`src/rtl/lmf_pkg.sv`:
```
// Shared constants, register codes and the pipeline token type of the flanger.
// No dependencies; used by every module under rtl/.
`timescale 1ns / 1ps

package lmf_pkg;

    localparam int DELAY_DEPTH     = 256;
    localparam int SINE_TABLE_SIZE = 1024;

    localparam int PTR_W     = $clog2(DELAY_DEPTH);
    localparam int CNT_W     = $clog2(DELAY_DEPTH + 1);
    localparam int SINE_BITS = $clog2(SINE_TABLE_SIZE);

    localparam int SMP_W   = 16;
    localparam int BASE_W  = 7;
    localparam int PHASE_W = 32;
    localparam int GAIN_W  = 16;
    localparam int DLY_W   = BASE_W + 1;
    localparam int Q_W     = 16;

    localparam int CFG_IDX_W  = 2;
    localparam int CFG_DATA_W = 32;

    localparam logic [CFG_IDX_W-1:0] CFG_BASE_DELAY = 2'd0;
    localparam logic [CFG_IDX_W-1:0] CFG_PHASE_STEP = 2'd1;
    localparam logic [CFG_IDX_W-1:0] CFG_WET_GAIN   = 2'd2;

    localparam logic [BASE_W-1:0]         BASE_DELAY_RST = 7'd11;
    localparam logic [PHASE_W-1:0]        PHASE_STEP_RST = 32'd779133;
    localparam logic signed [GAIN_W-1:0]  WET_GAIN_RST   = 16'sd26214;

    // sine polynomial coefficients, Q15
    localparam logic [Q_W-1:0] SINE_C0 = 16'd2320;
    localparam logic [Q_W-1:0] SINE_C1 = 16'd21024;
    localparam logic [Q_W-1:0] SINE_C2 = 16'd51472;

    typedef struct packed {
        logic signed [SMP_W-1:0] sample;
        logic [PTR_W-1:0]        wptr;
        logic [CNT_W-1:0]        seen;
        logic                    neg;
        logic [Q_W-1:0]          x;
        logic [Q_W-1:0]          x2;
        logic [Q_W-1:0]          t;
        logic signed [Q_W-1:0]   s;
        logic [DLY_W-1:0]        d;
    } lmf_tok_t;

endpackage

```
`src/rtl/lmf_delay_mem.sv`:
```
// Circular sample store: one write port, one read port with registered data.
// Depends on lmf_pkg for depth and sample width.
`timescale 1ns / 1ps

module lmf_delay_mem
(
    input  logic                              clk,
    input  logic                              wr_en,
    input  logic [lmf_pkg::PTR_W-1:0]         wr_addr,
    input  logic signed [lmf_pkg::SMP_W-1:0]  wr_data,
    input  logic                              rd_en,
    input  logic [lmf_pkg::PTR_W-1:0]         rd_addr,
    output logic signed [lmf_pkg::SMP_W-1:0]  rd_data
);

    logic signed [lmf_pkg::SMP_W-1:0] mem [lmf_pkg::DELAY_DEPTH];
    logic signed [lmf_pkg::SMP_W-1:0] rd_data_reg;

    assign rd_data = rd_data_reg;

    always_ff @(posedge clk)
    begin
        if (wr_en)
        begin
            mem[wr_addr] <= wr_data;
        end
    end

    always_ff @(posedge clk)
    begin
        if (rd_en)
        begin
            rd_data_reg <= mem[rd_addr];
        end
    end

endmodule

```
`config.mk`:
```
export PLATFORM = sky130hd
export DESIGN_NAME = lmf_delay_mem
export DESIGN_NICKNAME = d
export VERILOG_FILES = /design/src/rtl/lmf_pkg.sv /design/src/rtl/lmf_delay_mem.sv
export SDC_FILE = /design/constraint.sdc
export NUM_CORES = 2
export LEC_CHECK = 0
export ABC_AREA = 1
export BUFFER_PORTS_ARGS = -buffer_cell sky130_fd_sc_hd__buf_2
export CAP_MARGIN = 40
export CELL_PAD_IN_SITES_DETAIL_PLACEMENT = 0
export CELL_PAD_IN_SITES_GLOBAL_PLACEMENT = 1
export CORE_MARGIN = 4
export CORE_UTILIZATION = 28
export DETAILED_ROUTE_END_ITERATION = 6
export PLACE_DENSITY_LB_ADDON = 0.08
export RECOVER_POWER = 50
export SYNTH_ARGS = -nofsm -noshare
export SYNTH_HDL_FRONTEND = slang
export SYNTH_SLANG_ARGS = --single-unit
```
`constraint.sdc`:
```
create_clock -name clk -period 7.6 [get_ports clk]
set_clock_uncertainty 0.1 [all_clocks]
set_input_delay 1.52 -clock clk [delete_from_list [all_inputs] [get_ports clk]]
set_output_delay 1.52 -clock clk [all_outputs]
set_load 0.02 [all_outputs]
```
Word-level counts from Yosys, hierarchy flattened
Memory sizes are Yosys's and may differ from the RTL's. A register that Yosys moved wholly into a read port is not among the register bits.
Cells that the tools add are included.
Widths: inputs -> output; s select.

word-level totals
  memory bits (writable) = 4,096
  flip-flop bits (word level) = 0
  bits in latches = 0
  memories = 1
  memory bits (read-only) = 0
  input port bits = 35

memory list
  memory  words  bits a word  read ports  clocked after memory_dff  wr ports  line                 source
  mem     256    16           1           1                         1         lmf_delay_mem.sv:16  logic signed [lmf_pkg::SMP_W-1:0] mem [lmf_pkg::DELAY_DEPTH];

operators by class
  multiplexer cells = 2
  add/sub/neg operators = 0
  magnitude comparators = 0
  eq/ne operators = 0
  bitwise operators = 0
  shift operators = 0
  div/mod/pow operators = 0
  $mul = 0
  reductions and logical operators = 0

operator list
  operator  number
  $mux 1    2

Longest topological paths before layout
  word-level depth = 2
  mapped depth = 15

Worst setup path before layout
Ideal clock, no wire load.

  kind = input port to flip-flop
  start point = input wr_en
  end point = memory mem[162][0] in the netlist's numbering (enable)
  stages = 4
  arrival = 2.972 ns
  setup slack = 4.140 ns
  setup time = 0.388 ns
  path through = clkbuf_1 > nand3_1 > clkbuf_1 > nor2_1

on the way
  cells in the longest elaborated chain, start to end = 2

RTL lines
  item                          line                 source
  start: declaration            lmf_delay_mem.sv:8   input logic wr_en,
  $mux 1                        lmf_delay_mem.sv:23  if (wr_en)
  $mux 1 (implied by the code)  lmf_delay_mem.sv:25  mem[wr_addr] <= wr_data;
  end: declaration              lmf_delay_mem.sv:16

Every way passes these cells.

Worst setup path in the final report
  start point = input wr_data[11] in the netlist's numbering
  end point = memory mem[88][11] in the netlist's numbering, data pin

RTL lines
  item                line                 source
  start: declaration  lmf_delay_mem.sv:10  input logic signed [lmf_pkg::SMP_W-1:0] wr_data,

Straight into the memory's write port.

==> impl_metrics.tcl <==
set metrics [dict create \
    synth_cells 13600 \
    maxSlewViolCount 1970 \
    rsz0062_at_grt "false" \
    worst_skew_pair.late_latency_ns 1.04 \
    post_cts.repair.setup_buffers 0 \
    grt_pass1_vias 106000 \
    drive_gt1_frac 0.0936 \
    syn_nets 13700 \
    num_io_pins 51 \
    fillers 58700 \
    largest_reg_flops 4096 \
    synth-seq-cells 4112 \
    die_w_um 778 \
    arrival_ns 6.73 \
    grt_remaining_overflow 0 \
    track_usage 0.200 \
    clock-sinks 4112 \
    numCtsBuffers 474 \
    worstPathMaxFanout 75 \
    post_drt_wl_per_cell_um 28.2 \
    drt_drc_violations_left 0 \
    ctsResizeCount 0 \
    num_vias 108000 \
    synth_seq_area_share 0.744 \
    gp_congestion 0.778 \
    wl_mm 619 \
    mostFrequentLayoutCell "nand2_1" \
    min_period_over_period 0.808 \
    ant_nets 0 \
    hpwl_mm 350 \
    drtPass1Iterations 5 \
    hold_path.class "input pin to register" \
    drt_iter0_markers 9935 \
    std_cell_rows 282 \
    crit_path_end_kind "register" \
    final_nets 13800 \
    finalHoldViolations 0 \
    ys_types 14 \
    yosysWarnings 0 \
    avgSynthCellArea_um2 12.2 \
    final_util 0.324 \
    hold_buffers 0 \
    syn_to_final_growth_pct 15.4 \
    coreArea_mm2 0.590 \
    grt_max_degree 129 \
    power_density_mw_per_mm2 261 \
    placed_area_mm2 0.177 \
    cts.root.buffer_cell "clkbuf_16" \
    cts_tree "yes" \
    grt_pass1_wl_mm 863 \
    drt-vias-per-instance 4.92 \
    setup_violations 0 \
    mostFrequentLayoutCells "nand2_1 (4196), edfxtp_1 (4112), nand3_1 (4035), clkbuf_16 (480), buf_4 (368)" \
    relSlewSlack -2.85 \
    die_h_um 778 \
    tightest_slew_ns 5.77 \
    violations "max-capacitance violations, max-slew violations" \
    htree_num_levels 5 \
    critPathTopFamily "buffers and inverters" \
    start_util 0.281 \
    dieArea_mm2 0.605 \
    cp.buffers_inverters 2 \
    path_cells "clkbuf_1 -> buf_4" \
    port_buffers 50 \
    clk_pin_slew_ns 0.06 \
    cp-start-kind "input pin" \
    ir_drop_mv 0.193 \
    max_cap_viol_count 36 \
    critPathKind "input pin to register" \
    syn_area_mm2 0.166 \
    cp_slowest_stage_delay_ns 3.87 \
    clockBufferDepth 4 \
    p_leak_nw 65.3 \
    fin_tns_setup_ns 0 \
    cp_slowest_cell "clkbuf_1" \
    status "finished, violations left" \
    stdcell_area_mm2 0.191 \
    max_freq_mhz 163 \
    required_ns 8.19 \
    finalCriticalPeriod_ns 6.14 \
    antenna_found_initial 53 \
]
-- cells by family (layout without fill, tap and decap cells) --
group         count (synthesis)  in the layout  synth area share
other cells                   0             27                 0
flops                      4112           4112             0.744
simple gates               8529           8529             0.223
buf+inv                     976           1499            0.0321
-- final cells by class --
class	instances	area, µm²	area share
Inverter	39	200	0.00105
Antenna cell	27	67.6	0.000353
Tap cell	7810	9770	0.0511
Timing Repair Buffer	600	5900	0.0308
Multi-Input combinational cell	8529	37400	0.196
Clock inverter	254	2000	0.0105
Sequential cell	4112	123000	0.645
Clock buffer	606	12500	0.0652
-- cells in the mapped netlist --
cell type,number,area share
buf_1,70,0.0016
buf_12,1,0.00012
buf_2,495,0.015
buf_4,163,0.0074
buf_6,53,0.0036
buf_8,1,0.000090
clkbuf_1,154,0.0035
edfxtp_1,4112,0.74
inv_1,35,0.00079
inv_2,2,0.000045
inv_4,2,0.000075
nand2_1,4211,0.095
nand3_1,4035,0.12
nor2_1,283,0.0064
-- where the power goes --
| group | switching (mW) | total, mW | internal (mW) |
|---|---|---|---|
| Sequential | 0.0426 | 25.1 | 25.1 |
| Clock | 9.39 | 21.7 | 12.3 |
| Combinational | 2.53 | 3.21 | 0.681 |
| Total | 12.0 | 50.0 | 38.0 |
-- through the flow --
| stage | setup slack [ns] | hold WS, ns | cells | total power, mW |
|---|---|---|---|---|
| 6_report | 1.46 | 0.925 | 22000 | 50.0 |
| 4_1_cts | 2.36 | 0.701 | 21900 | 50.7 |
| 2_1_floorplan | 4.14 | 0.811 | 13600 | 27.1 |
| 3_3_place_gp | 1.22 | 0.982 | 21000 | 28.8 |
| 3_5_place_dp | 1.19 | 0.954 | 21100 | 28.8 |
| 5_1_grt | 1.13 | 0.886 | 22000 | 51.9 |
-- metal layers --
layer | global-route usage | share of wire
met5 | 0 | 0.000037
met4 | 0.0408 | 0.022
met3 | 0.0277 | 0.047
met2 | 0.323 | 0.46
met1 | 0.285 | 0.47
-- path summary, 6_finish.rpt --
| kind | from | to | slack, ns | cells after the start |
|---|---|---|---|---|
| max | wr_data[11] | mem[88][11]$_DFFE_PP_ | 1.46 | 2 |
| min | wr_data[10] | mem[250][10]$_DFFE_PP_ | 0.93 | 1 |
| max reg2reg | mem[254][12]$_DFFE_PP_ | rd_data[12]$_DFFE_PP_ | 4.58 | 10 |
| min reg2reg | mem[28][4]$_DFFE_PP_ | rd_data[4]$_DFFE_PP_ | 0.94 | 10 |
Note: power is estimated with default switching activity, not from simulation.
