**config.mk**
```make
export PLATFORM = sky130hd
export DESIGN_NAME = lmf_horner_cell
export DESIGN_NICKNAME = d
export VERILOG_FILES = /design/src/rtl/lmf_pkg.sv /design/src/rtl/lmf_horner_cell.sv
export SDC_FILE = /design/constraint.sdc
export NUM_CORES = 1
export LEC_CHECK = 0
export ABC_AREA = 1
export BUFFER_PORTS_ARGS = -buffer_cell sky130_fd_sc_hd__buf_2
export CAP_MARGIN = 5
export CORE_AREA = 3 3 133 231
export DETAILED_ROUTE_END_ITERATION = 10
export DIE_AREA = 0 0 136 234
export HOLD_SLACK_MARGIN = 0.12
export MAX_ROUTING_LAYER = met4
export PLACE_DENSITY = 0.65
export SYNTH_ARGS = -nofsm -noshare
export SYNTH_HDL_FRONTEND = slang
export SYNTH_SLANG_ARGS = --single-unit
```
**constraint.sdc**
```tcl
create_clock -name clk -period 8.6 [get_ports clk]
set_input_delay 1.72 -clock clk [delete_from_list [all_inputs] [get_ports clk]]
set_output_delay 1.72 -clock clk [all_outputs]
set_load 0.05 [all_outputs]
```
**src/rtl/lmf_pkg.sv**
```systemverilog
// Shared constants, register codes and the pipeline token type of the flanger.
// No dependencies; used by every module under rtl/.
`timescale 1ns / 1ps

package lmf_pkg;

    localparam int DELAY_DEPTH     = 256;
    localparam int SINE_TABLE_SIZE = 1024;

    localparam int PTR_W     = $clog2(DELAY_DEPTH);
    localparam int CNT_W     = $clog2(DELAY_DEPTH + 1);
    localparam int SINE_BITS = $clog2(SINE_TABLE_SIZE);

    localparam int SMP_W   = 16;
    localparam int BASE_W  = 7;
    localparam int PHASE_W = 32;
    localparam int GAIN_W  = 16;
    localparam int DLY_W   = BASE_W + 1;
    localparam int Q_W     = 16;

    localparam int CFG_IDX_W  = 2;
    localparam int CFG_DATA_W = 32;

    localparam logic [CFG_IDX_W-1:0] CFG_BASE_DELAY = 2'd0;
    localparam logic [CFG_IDX_W-1:0] CFG_PHASE_STEP = 2'd1;
    localparam logic [CFG_IDX_W-1:0] CFG_WET_GAIN   = 2'd2;

    localparam logic [BASE_W-1:0]         BASE_DELAY_RST = 7'd11;
    localparam logic [PHASE_W-1:0]        PHASE_STEP_RST = 32'd779133;
    localparam logic signed [GAIN_W-1:0]  WET_GAIN_RST   = 16'sd26214;

    // sine polynomial coefficients, Q15
    localparam logic [Q_W-1:0] SINE_C0 = 16'd2320;
    localparam logic [Q_W-1:0] SINE_C1 = 16'd21024;
    localparam logic [Q_W-1:0] SINE_C2 = 16'd51472;

    typedef struct packed {
        logic signed [SMP_W-1:0] sample;
        logic [PTR_W-1:0]        wptr;
        logic [CNT_W-1:0]        seen;
        logic                    neg;
        logic [Q_W-1:0]          x;
        logic [Q_W-1:0]          x2;
        logic [Q_W-1:0]          t;
        logic signed [Q_W-1:0]   s;
        logic [DLY_W-1:0]        d;
    } lmf_tok_t;

endpackage

```
**src/rtl/lmf_horner_cell.sv**
```systemverilog
// One Horner step of the sine polynomial: t <= coef - (t * x2) >> 15.
// Depends on lmf_pkg; cells are chained with a valid/ready hand-off.
`timescale 1ns / 1ps

module lmf_horner_cell
(
    input  logic                 clk,
    input  logic                 rst_n,
    input  logic                 in_valid,
    output logic                 in_ready,
    output logic                 out_valid,
    input  logic                 out_ready,
    input  logic [lmf_pkg::Q_W-1:0] coef,
    input  lmf_pkg::lmf_tok_t    in_tok,
    output lmf_pkg::lmf_tok_t    out_tok
);

    logic                vld_reg;
    lmf_pkg::lmf_tok_t   tok_reg;
    lmf_pkg::lmf_tok_t   tok_next;
    logic [2*lmf_pkg::Q_W-1:0] prod;

    assign in_ready  = !vld_reg || out_ready;
    assign out_valid = vld_reg;
    assign out_tok   = tok_reg;

    always_comb
    begin
        tok_next   = in_tok;
        prod       = in_tok.t * in_tok.x2;
        tok_next.t = coef - prod[2*lmf_pkg::Q_W-2:lmf_pkg::Q_W-1];
    end

    always_ff @(posedge clk or negedge rst_n)
    begin
        if (!rst_n)
        begin
            vld_reg <= 1'b0;
        end
        else if (in_ready)
        begin
            vld_reg <= in_valid;
        end
    end

    always_ff @(posedge clk)
    begin
        if (in_ready && in_valid)
        begin
            tok_reg <= tok_next;
        end
    end

endmodule

```
[Word level (Yosys, flattened, before mapping)]
Index checks and enable logic that the tools add are counted.
Word-level totals
  bits in registers: 107
  word-level logic and storage cells: 15
  output and inout bits: 108
Operators by class
  add/subtract/negate cells: 1
  multiply operators: 1
  reduce and logical (&&, ||, !) cells: 3
Operators by type and width (count)
  16-bit by 16-bit multiplier with 31-bit output: 1
  16-bit subtractor: 1
  1-bit logical AND: 1
  1-bit logical NOT: 1
  1-bit logical OR: 1

[Depth between registers and ports, before layout]
Gate-level depths: netlist of run 1.
  word-level depth: 3
  mapped depth: 37
  mapped depth without buffers: 35

[Worst setup path before layout of run 1]
No wires, ideal clock.
  kind: in2reg
  start: input port in_tok[47] (netlist bit)
  end: register tok_reg (netlist bit out_tok[34]), data pin
  data required time: 8.348 ns
  cell stages on the path: 34
  path slack: 0.691 ns
  arrival: 7.657 ns
  library setup time: 0.252 ns
  cells stage by stage: clkbuf_1 > clkbuf_1 > nand2_1 > fa_1 > inv_1 > fa_1 > inv_1 > fa_1 > inv_1 > fa_1 > fa_1 > inv_1 > fa_1 > inv_1 > ha_1 > nand2_1 > nor2_1 > inv_1 > nor3_1 > a21oi_1 > xnor2_1 > ha_1 > inv_1 > fa_1 > nand3_1 > nand2_1 > inv_2 > o21ai_2 > nand3_1 > nand2_1 > nand2_1 > nand2_1 > nand2_1 > nand2_1
RTL lines
  start, declared: line lmf_horner_cell.sv:14  | input lmf_pkg::lmf_tok_t in_tok,
  end signal, assigned: line lmf_horner_cell.sv:50  | tok_reg <= tok_next;
  end, declared: line lmf_horner_cell.sv:19  | lmf_pkg::lmf_tok_t tok_reg;

==> results.yml, run 1 <==
placed_design:
  postPlaceCellArea_um2: 14500
  hpwlAfterDp_mm: 28.1
  placed_cells: 2068
  numPortBuffers: 233
  finalWeightedCongestion: 0.955
grt:
  grt_pass1_vias: 10500
  grt_antenna_before_repair: 0
  wire_length_of_the_first_global_routing_pass_mm: 50.9
  grt_use_total: 0.212
  globalRouteOverflowTotal: 0
  grt_max_degree: 77
finish:
  area_growth_from_synthesis_to_layout_pct: 14.0
  finalNetCount: 2132
  stdcell_area_um2: 14800
  fin_cells: 2084
  mostFrequentLayoutCell: "sky130_fd_sc_hd__nand2_1"
  antenna-diode-count: 0
  most_frequent_cells_in_the_layout: "sky130_fd_sc_hd__nand2_1 (432), sky130_fd_sc_hd__inv_1 (399), sky130_fd_sc_hd__buf_2 (233)"
  fillers: 2763
  final_layout_size_suffix_gt1_frac: 0.159
synthesis:
  synthesis.area_um2: 13000
  count_of_unique_library_cells_instantiated_by_yosys: 33
  syn_area_per_cell_um2: 8.60
  synth-edff-count: 106
  yosysWarnings: 0
  synthArstFlopShare: 0.00935
  synth_sequential_area_ratio: 0.248
  synth_ff_type: "sky130_fd_sc_hd__edfxtp_1"
  gate_count_post_synth: 1506
  ys_seq_elements: 107
  syn_nets: 1937
timing:
  min_tclk_post_route_ns: 8.01
  timing.setup.tns_ns: 0
  slew_headroom: 0.248
  hold_violation_count_in_the_final_report: 0
  setup_viol: 0
  fmaxAchievable_mhz: 125
  final_min_period_over_clock_period: 0.932
  timing_worst_slew_pin_value_ns: 1.13
  final_max_slew_viol_count: 0
  rsz_0062_raised_after_global_routing: "no"
  timing.clock.skew_ns: 0.0225
cts:
  cts_tree: "done"
  cts.htree.levels: 3
  cts_buffers: 9
  cts.path.max_buffers: 2
  post_cts.repair.setup_buffers: 0
  source_to_sink_clock_delay_at_the_later_pin_of_the_worst_skew_pair_ns: 0.37
  cts_root_buf: "sky130_fd_sc_hd__clkbuf_16"
  cts.hold.buffers_added: 0
  clkSinkCount: 107
  cts_repair_resize_count: 0
  path_clk_slew_ns: 0.10
worst_setup_path:
  timing.rr.start: "out_valid"
  crit_path_start_kind: "input pin"
  cp_data_arrival_time_ns: 8.16
  worst-path-max-fanout: 16
  cp-end-kind: "flip-flop"
  timing.setup.critical_path_class: "in2reg"
  worst_path_max_delay_cell: "sky130_fd_sc_hd__fa_1"
  crit_path_max_incr_delay_ns: 0.54
  setup.worst_path.start: "in_tok[31]"
  crit_required_ns: 8.75
  crit_path_frequent_cell: "sky130_fd_sc_hd__nand2_1"
floorplan:
  row_count: 82
  core_outline_area_um2: 28900
  ports: 234
  die_height_um: 234
  start_util: 0.448
  floorplan.die.width_um: 136
  die_area_um2: 31800
route:
  postRouteWirelength_mm: 32.1
  drt.antenna.violating_nets: 0
  routed-via-count: 10000
  drt-vias-per-instance: 4.82
  drcViolationCount: 0
  routed_wire_length_per_instance_um: 15.4
  drtPass1Iterations: 5
  drtIter0Drc: 361
outcome:
  outcome: "complete, no violations"
run:
  max_cap_viol: 0
worst_hold_path:
  startpoint_of_the_tightest_hold_check_path: "out_valid"
  min-delay-path-class: "reg2reg"
logic make-up (layout without fill, tap and decap cells):
| family | count (synthesis) | after routing | share of synthesized area |
|---|---|---|---|
| compound gates | 71 | 71 | 0.0316 |
| xor+xnor | 21 | 21 | 0.0142 |
| fa+ha+maj | 305 | 305 | 0.406 |
| buf+inv | 463 | 663 | 0.134 |
| flops | 107 | 107 | 0.248 |
| simple gates | 539 | 539 | 0.166 |
critical path: cells and delay by family:
kind | cells | cell delay, ns
AND/OR/NAND/NOR | 12 | 1.17
AO/OA/AOI/OAI | 2 | 0.19
XOR/XNOR | 1 | 0.33
adder cells (fa/ha/maj) | 9 | 3.94
buffers and inverters | 9 | 0.77
stage by stage:
| step | setup slack (ns) | util | hold slack (ns) |
|---|---|---|---|
| after floorplan | 0.691 | - | 1.13 |
| after global placement | 0.200 | 0.500 | 0.556 |
| after detailed placement | 0.195 | 0.500 | 0.590 |
| after CTS | 0.587 | 0.511 | 0.610 |
| final | 0.588 | 0.511 | 0.605 |
| after global routing | 0.179 | 0.511 | 0.639 |
synth_stat cells, types with 2 or more instances:
master / count / share of area
sky130_fd_sc_hd__ha_1: 112 / 0.11
sky130_fd_sc_hd__nor3_1: 8 / 0.0031
sky130_fd_sc_hd__and2_1: 2 / 0.00097
sky130_fd_sc_hd__nor2_1: 47 / 0.014
sky130_fd_sc_hd__a21o_1: 5 / 0.0029
sky130_fd_sc_hd__a21oi_1: 39 / 0.015
sky130_fd_sc_hd__nand3_1: 29 / 0.011
sky130_fd_sc_hd__nand2_1: 432 / 0.13
sky130_fd_sc_hd__clkbuf_1: 58 / 0.017
sky130_fd_sc_hd__o21bai_1: 8 / 0.0046
sky130_fd_sc_hd__xnor2_1: 6 / 0.0041
sky130_fd_sc_hd__inv_1: 399 / 0.12
sky130_fd_sc_hd__edfxtp_1: 106 / 0.25
sky130_fd_sc_hd__xor2_1: 15 / 0.010
sky130_fd_sc_hd__fa_1: 193 / 0.30
sky130_fd_sc_hd__buf_2: 2 / 0.00077
sky130_fd_sc_hd__o21ai_0: 10 / 0.0039
sky130_fd_sc_hd__o21ai_1: 2 / 0.00077
sky130_fd_sc_hd__nand4_1: 3 / 0.0014
sky130_fd_sc_hd__a21boi_1: 2 / 0.0012
sky130_fd_sc_hd__nand3b_1: 10 / 0.0058
sky130_fd_sc_hd__nand2_2: 4 / 0.0019
sky130_fd_sc_hd__inv_2: 4 / 0.0012
path summary, 6_finish.rpt:
kind / to / slack, ns / cells past startpoint
setup / recovery: out_tok[34] / 0.59 / 33
hold / removal: out_valid / 0.60 / 2
setup reg to reg: out_tok[68] / 6.03 / 2
hold reg to reg: out_valid / 0.60 / 2
max in group asynchronous: out_valid / 7.42 / 1
min in group asynchronous: out_valid / 1.10 / 1
area by class of cell:
cell class                      instances  area (um^2)  area share
Multi-Input combinational cell        936         8020       0.543
Inverter                              403         1510       0.102
Timing Repair Buffer                  244         1250      0.0845
Clock buffer                            9          225      0.0152
Clock inverter                          7         88.8     0.00601
Tap cell                              378          473      0.0320
Sequential cell                       107         3210       0.217
state kept, by name (all words and copies together) (netlist names):
register	flops
out_tok	106
out_valid	1
layer usage:
metal	vias to the layer above	part of all wire	GRT usage
met5	-	0	-
met4	0	0.041	0.0965
met3	85	0.047	0.0249
met2	324	0.58	0.414
met1	4812	0.34	0.203
li1	4826	-	-
Power of run 1 is left out: the tool's default activity adds up to more than one toggle a clock period on the data nets, which glitch-free logic cannot reach.
==> inputs of run 2 (changes only) <==
==> constraint.sdc (replaced) <==
create_clock -name clk -period 8 [get_ports clk]
set_input_delay 1.6 -clock clk [delete_from_list [all_inputs] [get_ports clk]]
set_output_delay 1.6 -clock clk [all_outputs]
set_load 0.05 [all_outputs]
==> run 2 against run 1 <==
Via count up 1.1%. Utilization up 1.6 points. Critical endpoint is now out_tok[39]. Register-to-register slack worse by 0.56 ns. Critical path type unchanged.
==> results.yml, run 2 (synthesized netlist as in run 1, its figures left out) <==
timing:
  setup_viol: 0
  timing_worst_slew_pin_value_ns: 1.09
  slew_headroom: 0.274
  timing.clock.skew_ns: 0.0163
  final_min_period_over_clock_period: 0.954
  timing.setup.tns_ns: 0
  min_tclk_post_route_ns: 7.63
  rsz_0062_raised_after_global_routing: "yes"
  fmaxAchievable_mhz: 131
  final_max_slew_viol_count: 0
  worst_hold_slack_ns: 0.585
  hold_violation_count_in_the_final_report: 0
route:
  m1WireLength_mm: 10.9
  dr_wl_met2_mm: 18.1
  drt-vias-per-instance: 4.75
  drtIter0Drc: 315
  wire_length_on_met3_mm: 1.36
  drtPass1Iterations: 4
  drcViolationCount: 0
  routed_wire_length_per_instance_um: 15.0
  highest-signal-layer: "met4"
  drt.antenna.violating_nets: 0
  routed-via-count: 10200
  postRouteWirelength_mm: 32.0
finish:
  area_growth_from_synthesis_to_layout_pct: 17.5
  largest_register_ff_count: 106
  mostFrequentLayoutCell: "sky130_fd_sc_hd__nand2_1"
  finalNetCount: 2187
  stdcell_area_um2: 15200
  antenna-diode-count: 0
  final_layout_size_suffix_gt1_frac: 0.189
  most_frequent_cells_in_the_layout: "sky130_fd_sc_hd__nand2_1 (431), sky130_fd_sc_hd__inv_1 (399), sky130_fd_sc_hd__buf_2 (227)"
worst_setup_path:
  crit_path_frequent_cell: "sky130_fd_sc_hd__nand2_1"
  worst_path_max_delay_cell: "sky130_fd_sc_hd__fa_1"
  worst-path-max-fanout: 7
  r2r_slack_ns: 5.47
  crit_path_start_kind: "input pin"
  timing.setup.critical_path_class: "in2reg"
  crit_path_max_incr_delay_ns: 0.61
  cp-end-kind: "flip-flop"
  crit_required_ns: 8.13
  cp_data_arrival_time_ns: 7.76
  r2r_cells: 2
  timing.rr.start: "out_valid"
  regToRegEndpoint: "out_tok[8]"
worst_hold_path:
  min-delay-path-class: "reg2reg"
  startpoint_of_the_tightest_hold_check_path: "out_valid"
  capture_endpoint_of_the_worst_hold_path: "out_valid"
  holdPathStages: 2
floorplan:
  start_util: 0.448
  die_height_um: 234
  ports: 234
  row_count: 82
  die_area_um2: 31800
  floorplan.die.width_um: 136
  core_outline_area_um2: 28900
cts:
  cts_tree: "done"
  cts_buffers: 9
  clkSinkCount: 107
  cts_repair_resize_count: 0
  cts.htree.levels: 3
  cts.hold.buffers_added: 0
  path_clk_slew_ns: 0.08
  source_to_sink_clock_delay_at_the_later_pin_of_the_worst_skew_pair_ns: 0.38
  post_cts.repair.setup_buffers: 0
  cts_root_buf: "sky130_fd_sc_hd__clkbuf_16"
  cts.path.max_buffers: 2
run:
  max_cap_viol: 0
grt:
  grt_use_total: 0.216
  grt_antenna_before_repair: 0
  wire_length_of_the_first_global_routing_pass_mm: 51.8
  globalRouteOverflowTotal: 0
  grt_max_degree: 77
  grt_pass1_vias: 10800
placed_design:
  finalWeightedCongestion: 0.938
  postPlaceCellArea_um2: 14900
  numPortBuffers: 233
  hpwlAfterDp_mm: 28.2
outcome:
  outcome: "complete, no violations"
## run 2: cell types whose count changed in the layout (fill, tap and decap cells not counted), moves of 2 or more
cell                       change
sky130_fd_sc_hd__nor3_1        -2
sky130_fd_sc_hd__nor3_2        +2
sky130_fd_sc_hd__nor2_2        +2
sky130_fd_sc_hd__buf_4        +54
sky130_fd_sc_hd__clkbuf_4      +6
sky130_fd_sc_hd__buf_2         -6
sky130_fd_sc_hd__nor2_1        -2
## run 2: layer usage
metal  up-vias  global-route usage
li1       4930                   -
met1      4838               0.204
met5         -                   -
met3        89              0.0275
met2       299               0.415
met4         0               0.112
## run 2: area by class of cell
| class | instances | area [um^2] |
|---|---|---|
| Fill cell | 2745 | 13700 |
| Multi-Input combinational cell | 936 | 8040 |
| Sequential cell | 107 | 3210 |
| Timing Repair Buffer | 299 | 1690 |
| Inverter | 403 | 1510 |
| Tap cell | 378 | 473 |
| Clock buffer | 9 | 225 |
| Clock inverter | 7 | 80.1 |
## run 2: worst max-delay path by stage
stage / startpoint / end / cells after the start
floorplan: in_tok[47] / out_tok[34] / 34
global placement: in_tok[50] / out_tok[37] / 29
detailed placement: in_tok[32] / out_tok[39] / 28
CTS: in_tok[32] / out_tok[39] / 28
global route: in_tok[50] / out_tok[39] / 30
finish: in_tok[31] / out_tok[39] / 29
## run 2: worst max-delay path: cells and delay by family
kind | cells | cell delay (ns)
XOR/XNOR | 1 | 0.23
adder cells (fa/ha/maj) | 8 | 3.73
AO/OA/AOI/OAI | 1 | 0.15
AND/OR/NAND/NOR | 13 | 1.41
buffers and inverters | 6 | 0.64
## run 2: per-stage QoR
step                cells  utilization  setup WS, ns
global placement     2123        0.514       -0.0173
floorplan            1506            -         0.211
CTS                  2139        0.525         0.342
finish               2139        0.526         0.370
global route         2139        0.526      -0.00738
detailed placement   2123        0.514       -0.0189
Power of run 2 is left out for the same reason.
==> inputs of run 3 (changes only) <==
--- a/config.mk
+++ b/config.mk
@@ -13,7 +13,7 @@
 export DIE_AREA = 0 0 136 234
 export HOLD_SLACK_MARGIN = 0.12
 export MAX_ROUTING_LAYER = met4
-export PLACE_DENSITY = 0.65
+export PLACE_DENSITY = 0.74
 export SYNTH_ARGS = -nofsm -noshare
 export SYNTH_HDL_FRONTEND = slang
 export SYNTH_SLANG_ARGS = --single-unit
==> constraint.sdc (replaced) <==
create_clock -name clk -period 9 [get_ports clk]
set_input_delay 1.8 -clock clk [delete_from_list [all_inputs] [get_ports clk]]
set_output_delay 1.8 -clock clk [all_outputs]
set_load 0.05 [all_outputs]
==> run 3 against run 2 <==
Utilization decreased by 1.7 points. Sequential share of layout area increased by 0.71 points. Final cell count decreased by 2.8%. Design area decreased by 3.2%. Hold slack improved by 0.020 ns. Non-clock buffer count decreased by 60. Flip-flop and latch count unchanged. Via count about the same. Setup slack improved by 0.27 ns. Critical path depth increased by 4. Count of clock-buffer cells in the layout unchanged. Critical endpoint is now out_tok[34]. Largest cell class unchanged. Highest routed layer unchanged.
==> results.yml, run 3 (synthesized netlist as in run 1, its figures left out) <==
outcome:
  outcome: "complete, no violations"
worst_setup_path:
  worst_path_max_delay_cell: "sky130_fd_sc_hd__fa_1"
  crit_required_ns: 9.14
  crit_path_start_kind: "input pin"
  r2r_slack_ns: 6.87
  cp-end-kind: "flip-flop"
  worst-path-max-fanout: 17
  cp_data_arrival_time_ns: 8.50
  regToRegEndpoint: "out_tok[9]"
  setup.worst_path.start: "in_tok[47]"
  crit_path_frequent_cell: "sky130_fd_sc_hd__nand2_1"
  r2r_cells: 3
  timing.rr.start: "out_valid"
  crit_path_max_incr_delay_ns: 0.55
  critPathCapture: "out_tok[34]"
  timing.setup.critical_path_class: "in2reg"
worst_hold_path:
  min-delay-path-class: "reg2reg"
  startpoint_of_the_tightest_hold_check_path: "out_valid"
route:
  drt-vias-per-instance: 4.89
  drtIter0Drc: 409
  drtPass1Iterations: 4
  drt.antenna.violating_nets: 0
  routed_wire_length_per_instance_um: 15.8
  routed-via-count: 10200
  postRouteWirelength_mm: 32.8
  drcViolationCount: 0
cts:
  clkSinkCount: 107
  cts.hold.buffers_added: 0
  post_cts.repair.setup_buffers: 0
  cts_root_buf: "sky130_fd_sc_hd__clkbuf_16"
  cts_repair_resize_count: 0
  cts.path.max_buffers: 2
  source_to_sink_clock_delay_at_the_later_pin_of_the_worst_skew_pair_ns: 0.37
  cts_tree: "done"
  path_clk_slew_ns: 0.09
  cts.htree.levels: 3
  cts_buffers: 9
grt:
  grt_pass1_vias: 10800
  grt_max_degree: 72
  globalRouteOverflowTotal: 0
  grt_use_total: 0.220
  grt_antenna_before_repair: 1
  wire_length_of_the_first_global_routing_pass_mm: 52.6
finish:
  fin_cells: 2080
  stdcell_area_um2: 14700
  largest_register_ff_count: 106
  fillers: 2743
  mostFrequentLayoutCell: "sky130_fd_sc_hd__nand2_1"
  finalNetCount: 2127
  area_growth_from_synthesis_to_layout_pct: 13.7
  most_frequent_cells_in_the_layout: "sky130_fd_sc_hd__nand2_1 (432), sky130_fd_sc_hd__inv_1 (399), sky130_fd_sc_hd__buf_2 (233)"
  final_layout_size_suffix_gt1_frac: 0.157
timing:
  timing.setup.tns_ns: 0
  timing_worst_slew_pin_value_ns: 0.790
  rsz_0062_raised_after_global_routing: "no"
  min_tclk_post_route_ns: 8.36
  fmaxAchievable_mhz: 120
  final_min_period_over_clock_period: 0.929
  final_max_slew_viol_count: 0
  slew_headroom: 0.473
  setup_viol: 0
  timing.clock.skew_ns: 0.0209
  hold_violation_count_in_the_final_report: 0
placed_design:
  postPlaceCellArea_um2: 14400
  finalWeightedCongestion: 1.03
  numPortBuffers: 233
  hpwlAfterDp_mm: 28.6
  placed_cells: 2063
floorplan:
  row_count: 82
  start_util: 0.448
  core_outline_area_um2: 28900
  die_height_um: 234
  floorplan.die.width_um: 136
  die_area_um2: 31800
  ports: 234
run:
  max_cap_viol: 0
-- run 3: cell count changes in the layout (fill, tap and decap cells not counted), moves of 2 or more --
| cell | delta |
|---|---|
| sky130_fd_sc_hd__buf_4 | -59 |
| sky130_fd_sc_hd__buf_2 | +6 |
| sky130_fd_sc_hd__clkbuf_4 | -6 |
| sky130_fd_sc_hd__clkinv_8 | -2 |
| sky130_fd_sc_hd__nor2_1 | +2 |
| sky130_fd_sc_hd__nor2_2 | -2 |
| sky130_fd_sc_hd__nor3_1 | +2 |
| sky130_fd_sc_hd__nor3_2 | -2 |
-- run 3: worst min path at each step --
stage / slack (ns) / cells after the start / to
2_1_floorplan: 1.13 / 2 / out_valid
3_3_place_gp: 0.58 / 2 / out_valid
3_5_place_dp: 0.60 / 2 / out_valid
4_1_cts: 0.62 / 2 / out_valid
5_1_grt: 0.66 / 2 / out_valid
6_report: 0.61 / 2 / out_valid
-- run 3: area by class of cell --
cell class              count  area, um^2  area share
diodes                      1        2.50    0.000170
multi-input cells         936        8020       0.544
well taps                 378         473      0.0321
clock inverters             7        82.6     0.00561
repair buffers            239        1210      0.0822
inverters                 403        1510       0.103
clock buffers               9         225      0.0153
flip-flops and latches    107        3210       0.218
-- run 3: per-layer routing --
metal	up-vias	part of all wire	global-route usage	wire [um]
li1	4811	-	-	-
met1	4884	0.32	0.204	10500
met2	370	0.58	0.431	19100
met3	100	0.050	0.0273	1640
met4	0	0.048	0.108	1570
met5	-	0	-	0
-- run 3: critical path: cells and delay by family --
family	cells	cell delay (ns)
AND/OR/NAND/NOR	12	1.26
XOR/XNOR	1	0.39
buffers and inverters	9	0.84
AO/OA/AOI/OAI	2	0.24
adder cells (fa/ha/maj)	9	3.97
-- run 3: through the flow --
step                hold slack (ns)  setup slack, ns  utilization
finish                        0.606            0.636        0.509
global route                  0.657            0.194        0.509
CTS                           0.616            0.752        0.509
detailed placement            0.601            0.374        0.498
global placement              0.578            0.300        0.498
floorplan                      1.13             1.01            -
Power of run 3 is left out for the same reason.
